`config.mk`:
```
export PLATFORM = sky130hd
export DESIGN_NAME = rgb_led_string_serializer
export DESIGN_NICKNAME = d
export VERILOG_FILES = /design/src/hdl/rls_pkg.sv /design/src/hdl/rgb_led_string_serializer.sv
export VERILOG_INCLUDE_DIRS = /design/src /design/src/hdl
export SDC_FILE = /design/constraint.sdc
export NUM_CORES = 1
export LEC_CHECK = 0
export ABC_CLOCK_PERIOD_IN_PS = 31600
export BUFFER_PORTS_ARGS = -buffer_cell sky130_fd_sc_hd__buf_2
export CAP_MARGIN = 20
export CORE_ASPECT_RATIO = 0.75
export CORE_MARGIN = 3
export CORE_UTILIZATION = 55
export DETAILED_ROUTE_END_ITERATION = 10
export PLACE_DENSITY_LB_ADDON = 0.3
export SYNTH_ARGS = -nofsm -noshare
export SYNTH_HDL_FRONTEND = slang
export SYNTH_SLANG_ARGS = --single-unit
```
`constraint.sdc`:
```
create_clock -name clk -period 31.6 [get_ports clk]
set_clock_uncertainty 0.2 [all_clocks]
set_input_delay 0 -clock clk [delete_from_list [all_inputs] [get_ports clk]]
set_output_delay 0 -clock clk [all_outputs]
set_load 0.02 [all_outputs]
```
`src/hdl/rgb_led_string_serializer_macros.svh`:
```
// ----------------------------------------------------------------------------
// RGB LED string serializer assertion macros
// Concurrent assertion shorthands, clocked on clk and quiet during rst.
// ----------------------------------------------------------------------------
`ifndef RGB_LED_STRING_SERIALIZER_MACROS_SVH
`define RGB_LED_STRING_SERIALIZER_MACROS_SVH

// condition holds at every edge
`define RLS_ASSERT(lbl, cond, msg) \
  lbl: assert property (@(posedge clk) disable iff (rst) (cond)) else $error(msg);

// same-cycle implication
`define RLS_ASSERT_IMP(lbl, ante, cons, msg) \
  lbl: assert property (@(posedge clk) disable iff (rst) (ante) |-> (cons)) else $error(msg);

// next-cycle implication
`define RLS_ASSERT_NXT(lbl, ante, cons, msg) \
  lbl: assert property (@(posedge clk) disable iff (rst) (ante) |=> (cons)) else $error(msg);

`endif

```
`src/hdl/rls_pkg.sv`:
```
// ----------------------------------------------------------------------------
// RGB LED string serializer package
// Item codes, register indexes, field widths and register reset values.
// ----------------------------------------------------------------------------
package rls_pkg;

  typedef enum logic [1:0] {
    FUNC_TICK    = 2'd0,
    FUNC_SET     = 2'd1,
    FUNC_REFRESH = 2'd2,
    FUNC_TICK_X  = 2'd3
  } func_t;

  localparam int CFG_IDX_W  = 3;
  localparam int CFG_DATA_W = 11;

  localparam logic [CFG_IDX_W-1:0] REG_SLOT_LEN    = 3'd0;
  localparam logic [CFG_IDX_W-1:0] REG_ONE_HIGH    = 3'd1;
  localparam logic [CFG_IDX_W-1:0] REG_ZERO_HIGH   = 3'd2;
  localparam logic [CFG_IDX_W-1:0] REG_RESET_SLOTS = 3'd3;
  localparam logic [CFG_IDX_W-1:0] REG_LED_COUNT   = 3'd4;

  localparam int TICK_W  = 8;
  localparam int RSLOT_W = 10;
  localparam int LCNT_W  = 11;
  localparam int SLOT_W  = 15;
  localparam int COLOR_W = 24;
  localparam int INDEX_W = 8;

  localparam logic [TICK_W-1:0]  SLOT_LEN_RST    = 8'd78;
  localparam logic [TICK_W-1:0]  ONE_HIGH_RST    = 8'd42;
  localparam logic [TICK_W-1:0]  ZERO_HIGH_RST   = 8'd21;
  localparam logic [RSLOT_W-1:0] RESET_SLOTS_RST = 10'd50;
  localparam logic [LCNT_W-1:0]  LED_COUNT_RST   = 11'd16;

  // floor(x / 3) = (x * DIV3_MUL) >> DIV3_SHIFT for x below 2**16
  localparam int DIV3_MUL   = 43691;
  localparam int DIV3_SHIFT = 17;

endpackage

```
`src/hdl/rgb_led_string_serializer.sv`:
```
// ----------------------------------------------------------------------------
// RGB LED string serializer
// Stores one color per LED and produces the one-wire line waveform, one tick
// item per transfer.
// ----------------------------------------------------------------------------
//  channel  | direction | contents
//  s_*      | in        | tuser: func[1:0]; tdata: led_index[7:0], color[31:8]
//  m_*      | out       | tdata: line_level[0], busy_res[1], write_ignored[2]
//  cfg_*    | in        | register write: cfg_index selects, cfg_data[10:0]
//
//  One transfer in per clock unless stalled, result in the output register
//  in the cycle after the transfer. The path is set by the slot-to-LED split
//  (one constant multiply) and the color store read.
//  The input side stalls only while a result waits and m_tready is low.
//  rst is synchronous; it restores register defaults and clears all colors.
// ----------------------------------------------------------------------------
`include "rgb_led_string_serializer_macros.svh"

module rgb_led_string_serializer
  import rls_pkg::*;
#(
  parameter int MAX_LEDS = 16
) (
  input  logic                  clk,
  input  logic                  rst,
  input  logic                  s_tvalid,
  output logic                  s_tready,
  input  logic [31:0]           s_tdata,   // led_index[7:0], color[31:8]
  input  logic [1:0]            s_tuser,   // func[1:0]
  output logic                  m_tvalid,
  input  logic                  m_tready,
  output logic [7:0]            m_tdata,   // line_level[0], busy_res[1], write_ignored[2]
  input  logic                  cfg_wen,
  input  logic [CFG_IDX_W-1:0]  cfg_index,
  input  logic [CFG_DATA_W-1:0] cfg_data
);

  localparam int IDX_W = (MAX_LEDS > 1) ? $clog2(MAX_LEDS) : 1;
  localparam logic [LCNT_W-1:0] LED_LIMIT = LCNT_W'(MAX_LEDS);

  // configuration
  logic [TICK_W-1:0]  slot_len;
  logic [TICK_W-1:0]  one_high;
  logic [TICK_W-1:0]  zero_high;
  logic [RSLOT_W-1:0] reset_slots;
  logic [LCNT_W-1:0]  led_count;

  // frame state
  logic [COLOR_W-1:0] color_store [MAX_LEDS];
  logic [SLOT_W-1:0]  slot_index, slot_index_next;
  logic [TICK_W-1:0]  tick_in_slot, tick_in_slot_next;
  logic               sending, sending_next;
  logic [2:0]         res, res_next;

  // input fields
  func_t              func;
  logic [INDEX_W-1:0] led_index;
  logic [COLOR_W-1:0] color;
  logic [LCNT_W-1:0]  idx_ext;
  logic               accept;
  logic               idx_ok;

  // slot decode
  logic [LCNT_W-1:0]  n_eff;
  logic [SLOT_W:0]    total;
  logic               slot_done;
  logic               in_data;
  logic [SLOT_W-1:0]  bofs;
  logic [27:0]        prod;
  logic [LCNT_W-1:0]  led_q;
  logic [SLOT_W-1:0]  led24;
  logic [SLOT_W-1:0]  pos_full;
  logic [4:0]         pos;
  logic               led_ok;
  logic [COLOR_W-1:0] cur_color;
  logic [COLOR_W-1:0] grb;
  logic               cur_bit;
  logic [TICK_W-1:0]  high_ticks;
  logic [TICK_W-1:0]  period;
  logic [TICK_W-1:0]  tick_inc;
  logic [SLOT_W-1:0]  slot_inc;
  logic               level;

  // checker terms
  logic               at_start;
  logic               acc_refresh;
  logic               acc_tick;

  assign func      = func_t'(s_tuser);
  assign led_index = s_tdata[7:0];
  assign color     = s_tdata[31:8];
  assign idx_ext   = LCNT_W'(led_index);
  assign idx_ok    = idx_ext < LED_LIMIT;

  assign s_tready = !m_tvalid || m_tready;
  assign accept   = s_tvalid && s_tready;
  assign m_tdata  = {5'd0, res};

  assign n_eff     = (led_count > LED_LIMIT) ? LED_LIMIT : led_count;
  assign total     = (SLOT_W+1)'(reset_slots) + (SLOT_W+1)'({n_eff, 4'b0})
                   + (SLOT_W+1)'({n_eff, 3'b0});
  assign slot_done = (SLOT_W+1)'(slot_index) >= total;
  assign in_data   = slot_index >= SLOT_W'(reset_slots);

  // LED = offset / 24, position = offset % 24
  assign bofs     = slot_index - SLOT_W'(reset_slots);
  assign prod     = 28'(bofs[SLOT_W-1:3]) * 28'(DIV3_MUL);
  assign led_q    = prod[DIV3_SHIFT +: LCNT_W];
  assign led24    = SLOT_W'({led_q, 4'b0}) + SLOT_W'({led_q, 3'b0});
  assign pos_full = bofs - led24;
  assign pos      = pos_full[4:0];
  assign led_ok   = led_q < LED_LIMIT;

  assign cur_color  = color_store[led_q[IDX_W-1:0]];
  assign grb        = {cur_color[15:8], cur_color[23:16], cur_color[7:0]};
  assign cur_bit    = grb[5'd23 - pos];
  assign high_ticks = (in_data && led_ok) ? (cur_bit ? one_high : zero_high) : '0;
  assign level      = tick_in_slot < high_ticks;

  assign period   = (slot_len == '0) ? TICK_W'(1) : slot_len;
  assign tick_inc = tick_in_slot + TICK_W'(1);
  assign slot_inc = slot_index + SLOT_W'(1);

  assign at_start    = (slot_index == '0) && (tick_in_slot == '0);
  assign acc_refresh = accept && (func == FUNC_REFRESH);
  assign acc_tick    = accept && ((func == FUNC_TICK) || (func == FUNC_TICK_X));

  always_comb begin
    slot_index_next   = slot_index;
    tick_in_slot_next = tick_in_slot;
    sending_next      = sending;
    res_next          = '0;
    case (func)
      FUNC_SET: begin
        res_next[2] = !idx_ok;
        res_next[1] = sending;
      end
      FUNC_REFRESH: begin
        sending_next      = 1'b1;
        slot_index_next   = '0;
        tick_in_slot_next = '0;
        res_next[1]       = 1'b1;
      end
      default: begin
        if (sending) begin
          if (slot_done) begin
            sending_next      = 1'b0;
            slot_index_next   = '0;
            tick_in_slot_next = '0;
          end else begin
            res_next[0] = level;
            res_next[1] = 1'b1;
            if (tick_inc >= period) begin
              tick_in_slot_next = '0;
              if ((SLOT_W+1)'(slot_inc) >= total) begin
                sending_next    = 1'b0;
                slot_index_next = '0;
              end else begin
                slot_index_next = slot_inc;
              end
            end else begin
              tick_in_slot_next = tick_inc;
            end
          end
        end
      end
    endcase
  end

  always_ff @(posedge clk) begin
    if (rst) begin
      slot_len     <= SLOT_LEN_RST;
      one_high     <= ONE_HIGH_RST;
      zero_high    <= ZERO_HIGH_RST;
      reset_slots  <= RESET_SLOTS_RST;
      led_count    <= LED_COUNT_RST;
      slot_index   <= '0;
      tick_in_slot <= '0;
      sending      <= 1'b0;
      m_tvalid     <= 1'b0;
      for (int i = 0; i < MAX_LEDS; i++) begin
        color_store[i] <= '0;
      end
    end else begin
      if (cfg_wen) begin
        case (cfg_index)
          REG_SLOT_LEN:    slot_len    <= cfg_data[TICK_W-1:0];
          REG_ONE_HIGH:    one_high    <= cfg_data[TICK_W-1:0];
          REG_ZERO_HIGH:   zero_high   <= cfg_data[TICK_W-1:0];
          REG_RESET_SLOTS: reset_slots <= cfg_data[RSLOT_W-1:0];
          REG_LED_COUNT:   led_count   <= cfg_data[LCNT_W-1:0];
          default: ;
        endcase
      end
      if (accept) begin
        slot_index   <= slot_index_next;
        tick_in_slot <= tick_in_slot_next;
        sending      <= sending_next;
        if (func == FUNC_SET && idx_ok) begin
          color_store[idx_ext[IDX_W-1:0]] <= color;
        end
      end
      if (accept) begin
        m_tvalid <= 1'b1;
      end else if (m_tready) begin
        m_tvalid <= 1'b0;
      end
    end
  end

  always_ff @(posedge clk) begin
    if (accept) begin
      res <= res_next;
    end
  end

  `RLS_ASSERT_IMP(a_idle_clear, !sending, at_start, "idle with frame position set")
  `RLS_ASSERT_NXT(a_refresh_start, acc_refresh, sending && at_start && m_tdata[1], "no restart")
  `RLS_ASSERT_NXT(a_idle_tick, acc_tick && !sending, m_tvalid && !(|m_tdata[1:0]), "idle tick")
  `RLS_ASSERT_IMP(a_high_busy, m_tvalid && m_tdata[0], m_tdata[1] && !m_tdata[2], "stray high")

endmodule

```
# Word-level counts from Yosys, hierarchy flattened

Memories as Yosys holds them, arrays and structs flattened.
Index checks and enable logic that the tools add are counted.
W data, S select, Z words.

RAM bits: 384
Memory bits (read-only): 0
Word-level logic and storage cells: 94
Bits in latches: 0
Output and inout bits: 10
Memories kept: 1
Bits of input ports: 53
Flip-flop bits (word level): 73

Memory list:

| memory      | words | width | read ports | clocked after memory_dff | write ports | line                            | RTL |
|---|---|---|---|---|---|---|---|
| color_store | 16    | 24    | 1          | 0                        | 16          | rgb_led_string_serializer.sv:49 | `logic [COLOR_W-1:0] color_store [MAX_LEDS];` |

Shifts and indexed selects: 0
Multipliers: 1
Eq/ne operators: 6
Order comparisons: 9
Div/mod/pow operators: 0
Reduce and logical (&&, ||, !) cells: 21
Add/sub/neg operators: 8
Bitwise gates (word level): 2
Muxes and demuxes: 34

Operators by type and width:

| operator                 | count |
|---|---|
| $mux W15                 | 4 |
| $mux W8                  | 6 |
| $ge A15 B16 Y1           | 2 |
| $pmux W15 S2             | 1 |
| $mul A12 B16 Y28 const B | 1 |
| $mux W24                 | 1 |
| $reduce_or A24 Y1        | 1 |
| $add A10 B15 Y16         | 1 |
| $add A16 B14 Y16         | 1 |
| $pmux W8 S2              | 1 |
| $add A15 B1 Y15 const B  | 1 |
| $ge A15 B10 Y1           | 1 |
| $sub A15 B10 Y15         | 1 |
| $mux W1                  | 14 |
| $reduce_and A2 Y1        | 6 |
| $gt A11 B5 Y1 const B    | 1 |
| $lt A11 B5 Y1 const B    | 1 |
| $mux W11                 | 1 |
| $add A8 B1 Y8 const B    | 1 |
| $ge A8 B8 Y1             | 1 |
| $logic_not A8 Y1         | 1 |
| $lt A8 B5 Y1 const B     | 1 |
| $lt A8 B8 Y1             | 1 |
| $eq A3 B2 Y1 const B     | 2 |
| other kinds (22)         | 29 |

# Depth between registers and ports, before layout

Word-level depth: 13
Gate-level depth with buffers: 53
Depth with buffers taken out: 49

# Worst setup path before layout

OpenSTA, ideal clock, no wires.

Kind: flip-flop to flip-flop
From: reg slot_index[2]
To: reg res[0] (data pin)
Period minus slack after synthesis: 10698 ps
Slack: 20902 ps
Buffers on the path: 3
Setup time: 133 ps
Cell stages (with the launch flop): 51
Required time: 31267 ps
Arrival: 10366 ps
Cell sequence: dfxtp_1 > ha_1 > or2_2 > o311a_1 > o21ai_0 > a21boi_0 > o21ai_0 > a21boi_0 > o21ai_0 > nand2b_1 > a21o_1 > nor2_1 > xnor2_1 > inv_1 > ha_1 > fa_1 > inv_1 > fa_1 > [... 15 more ...] > ha_1 > xnor2_1 > xnor2_1 > xnor2_1 > or2_2 > a211o_1 > a21oi_1 > a22oi_2 > nand2b_1 > buf_6 > mux2_4 > nand2_1 > ha_1 > a21o_1 > a2111oi_0 > nor4b_1 > o21ai_0 > nand2_1

Word-level cells in the longest chain between the ends: 10
Elaborated cells between the ends (all ways): 16
Those cells by class: add/sub: 4; mul: 1; order compare: 4; mux: 4; reduce/logical: 2; memory: 1

RTL lines:

| item                          | line                             | RTL |
|---|---|---|
| start, declared               | rgb_led_string_serializer.sv:50  | `logic [SLOT_W-1:0] slot_index, slot_index_next;` |
| start signal, assigned        | rgb_led_string_serializer.sv:196 | `slot_index <= slot_index_next;` |
| $sub A15 B10 Y15              | rgb_led_string_serializer.sv:106 | `assign bofs = slot_index - SLOT_W'(reset_slots);` |
| $mul A12 B16 Y28              | rgb_led_string_serializer.sv:107 | `assign prod = 28'(bofs[SLOT_W-1:3]) * 28'(DIV3_MUL);` |
| $add A5 B5 Y5                 | rgb_led_string_serializer.sv:109 | `assign led24 = SLOT_W'({led_q, 4'b0}) + SLOT_W'({led_q, 3'b0});` |
| $sub A5 B5 Y5                 | rgb_led_string_serializer.sv:110 | `assign pos_full = bofs - led24;` |
| $sub A5 B5 Y5                 | rgb_led_string_serializer.sv:116 | `assign cur_bit = grb[5'd23 - pos];` |
| $bmux W1 S5                   | rgb_led_string_serializer.sv:116 |  |
| $mux W1 (not written as such) | rgb_led_string_serializer.sv:116 |  |
| $mux W8 (2 in a row)          | rgb_led_string_serializer.sv:117 | `assign high_ticks = (in_data && led_ok) ? (cur_bit ? one_high : zero_high) : '0;` |
| $lt A8 B8 Y1                  | rgb_led_string_serializer.sv:118 | `assign level = tick_in_slot < high_ticks;` |
| end signal, assigned          | rgb_led_string_serializer.sv:213 | `res <= res_next;` |
| end, declared                 | rgb_led_string_serializer.sv:53  | `logic [2:0] res, res_next;` |

Parallel ways exist; a longest one is shown, timed or not. The select of a mux whose other input is x is not followed.
A chain may end at the register's enable or synchronous reset.

# Final worst setup path

Ends and elaborated chain as after synthesis.

==> impl_metrics.yaml <==
synthesis:
  ys_ff_latch: 457
  synthTopCellsByArea: "edfxtp_1 (43%), and2_1 (9.1%), ha_1 (6.7%)"
  syn_area_per_cell_um2: 10.86
  yosysTopAreaCell: "edfxtp_1"
  synth_top_area_frac: 0.4319
  yosysMostFrequentCell: "and2_1"
  yosys_warnings: 0
  synth_common_cells: "and2_1 (392), edfxtp_1 (387), nand2_1 (232)"
  synth_edf_count: 387
  synth-main-ff-cell: "edfxtp_1"
  ys_types: 89
  syn_area_um2: 26910
  ys_seq_area_frac: 0.4839
  async_flop_share: 0
  synthCells: 2479
global_routing:
  grt_max_degree: 88
  grt_pass1_wl_um: 120300
  grt_use_total: 0.3088
  grt_pass1_vias: 19979
  grt.overflow.total: 0
  antenna_found_initial: 3
sta:
  hold_violations: 0
  fin_ws_ps: 16580
  max-slew-margin-rel: 0.2208
  fin_setup_tns_ps: 0
  fmax_mhz: 66.56
  setup_violations: 0
  finalCritPeriodShare: 0.4754
  tightest_slew_ps: 1154
  fin_crit_ps: 15020
  rsz0062_at_grt: "no"
  drv_slew: 0
power_and_ir_drop:
  leakage_nw: 12.10
  ir_drop_mv: 0.1122
  pwr_density_cell_nw_per_um2: 79.20
  power_mw: 2.363
worst_setup_path:
  cp_top_family: "compound AO/OA/AOI/OAI gates"
  start_kind: "register"
  worstSetupPathType: "reg2reg"
  endpoint_kind: "register"
  cp_num_buf_inv: 7
  cp_max_fo: 61
  slowest_stage: "clkinv_2"
  worstPathRequired_ps: 31850
  slowest_delay_ps: 1030
  arrival_ps: 15280
placed_design:
  globalplace.congestion: 0.9053
  dp_slack_ps: 16980
  portBuffers: 57
  dp_hpwl_um: 47170
cts:
  cts-root-buf: "clkbuf_16"
  cts_tree: "built"
  postCtsSetupRepairBufs: 0
  cts_max_path_buffers: 3
  holdBufCountCts: 71
  cts_resized: 0
  clock_latency_ps: 590
  numCtsBuffers: 46
  clk_pin_slew_ps: 60
  htree_levels: 2
  clock-sinks: 457
die:
  ios: 63
  die_w_um: 261.4
  die_height_um: 197.6
  start_util: 0.5626
  coreArea_um2: 47830
  rows: 69
  dieArea_um2: 51640
layout:
  nFillCells: 3753
  multiInputGateArea_um2: 12820
  layout-drive-gt1-share: 0.09295
  ff_latch_area_um2: 13020
  nets: 2799
  area_growth_pct: 10.87
run:
  cap_violations: 0
worst_hold_path:
  hold_path_class: "in2reg"
routing:
  firstDrtPassIters: 5
  postRouteAntennaNets: 0
  routed_wl_um: 79180
  wl_per_cell_um: 24.57
  via_count: 20339
  drc: 0
  avgViaCountPerCell: 6.311
  drt_iter0_markers: 2561
run_status:
  status: "complete, no violations"
-- stage by stage --
step / std cells / cell area (µm²) / hold slack (ps) / utilization
floorplan: 2497 / 26980 / -82.16 / -
global placement: 3067 / 27680 / 43.08 / 0.5787
detailed placement: 3067 / 27680 / 45.16 / 0.5787
CTS: 3221 / 29830 / 49.53 / 0.6237
global route: 3222 / 29830 / 86.79 / 0.6237
finish: 3223 / 29830 / 87.81 / 0.6238
-- worst paths after layout --
check | start | end | slack (ps) | depth (start not counted)
worst max-delay path | slot_index[2] | res[0] | 16580 | 48
worst max register to register | slot_index[2] | res[0] | 16580 | 48
worst min register to register | led_count[1] | led_count[1] | 260 | 2
worst min-delay path | s_tdata[0] | color_store[8][3] | 90 | 4
-- sequential cells by signal (all words and copies together) (netlist names) --
name and count:
slot_index 15, slot_len 8, color_store 384, zero_high 8, m_tvalid 1, sending 1, led_count 11, res 3
tick_in_slot 8, reset_slots 10, one_high 8
-- worst min-delay path, stage by stage --
cell and delay (ps):
buf_2 170, nor3_2 70, buf_4 260, and2_1 210
-- cells in the final DEF, fill, tap and decap left out, types with 19 or more instances in the layout --
master and instances:
a211oi_1 68, a21oi_1 128, a221oi_1 25, and2_1 392, and3_1 59, buf_2 57, buf_4 32, clkbuf_16 46
conb_1 20, dfxtp_1 70, dlygate4sd3_1 71, edfxtp_1 387, fa_1 54, ha_1 145, inv_1 136, mux2i_1 64
nand2_1 232, nand3_1 44, nand3b_1 22, nor2_1 66, nor3_1 20, o21ai_0 38, or2_2 19, xnor2_1 27
xor2_1 21
-- layer usage --
metal  part of all wire  GRT usage  up-vias
li1                   -          -     8958
met1               0.42     0.4544     9857
met2               0.42     0.4423     1298
met3               0.14    0.08920      224
met4              0.031    0.09684        2
met5            0.00016          0        -
-- power by group --
group / internal (mW) / switching [mW]
registers: 0.673 / 0.00757
logic: 0.367 / 0.776
clock network: 0.300 / 0.239
-- logic make-up after synthesis --
family,after synthesis,share of synthesized area
buf+inv,295,0.04482
other cells,2,0.0002791
mux,98,0.04594
fa+ha+maj,199,0.1076
simple gates,959,0.1941
flops,457,0.4839
compound gates,419,0.1063
xor+xnor,50,0.01697
-- layout make-up --
type                       count  share of cell area
timing repair buffer         160             0.04143
clock inverter                29            0.008681
tap                          639             0.02680
multi-input combinational   1745              0.4296
clock buffer                  54             0.03959
antenna                        2           0.0001677
sequential                   457              0.4365
inverter                     137             0.01728
(Power assumes the default switching activity.)
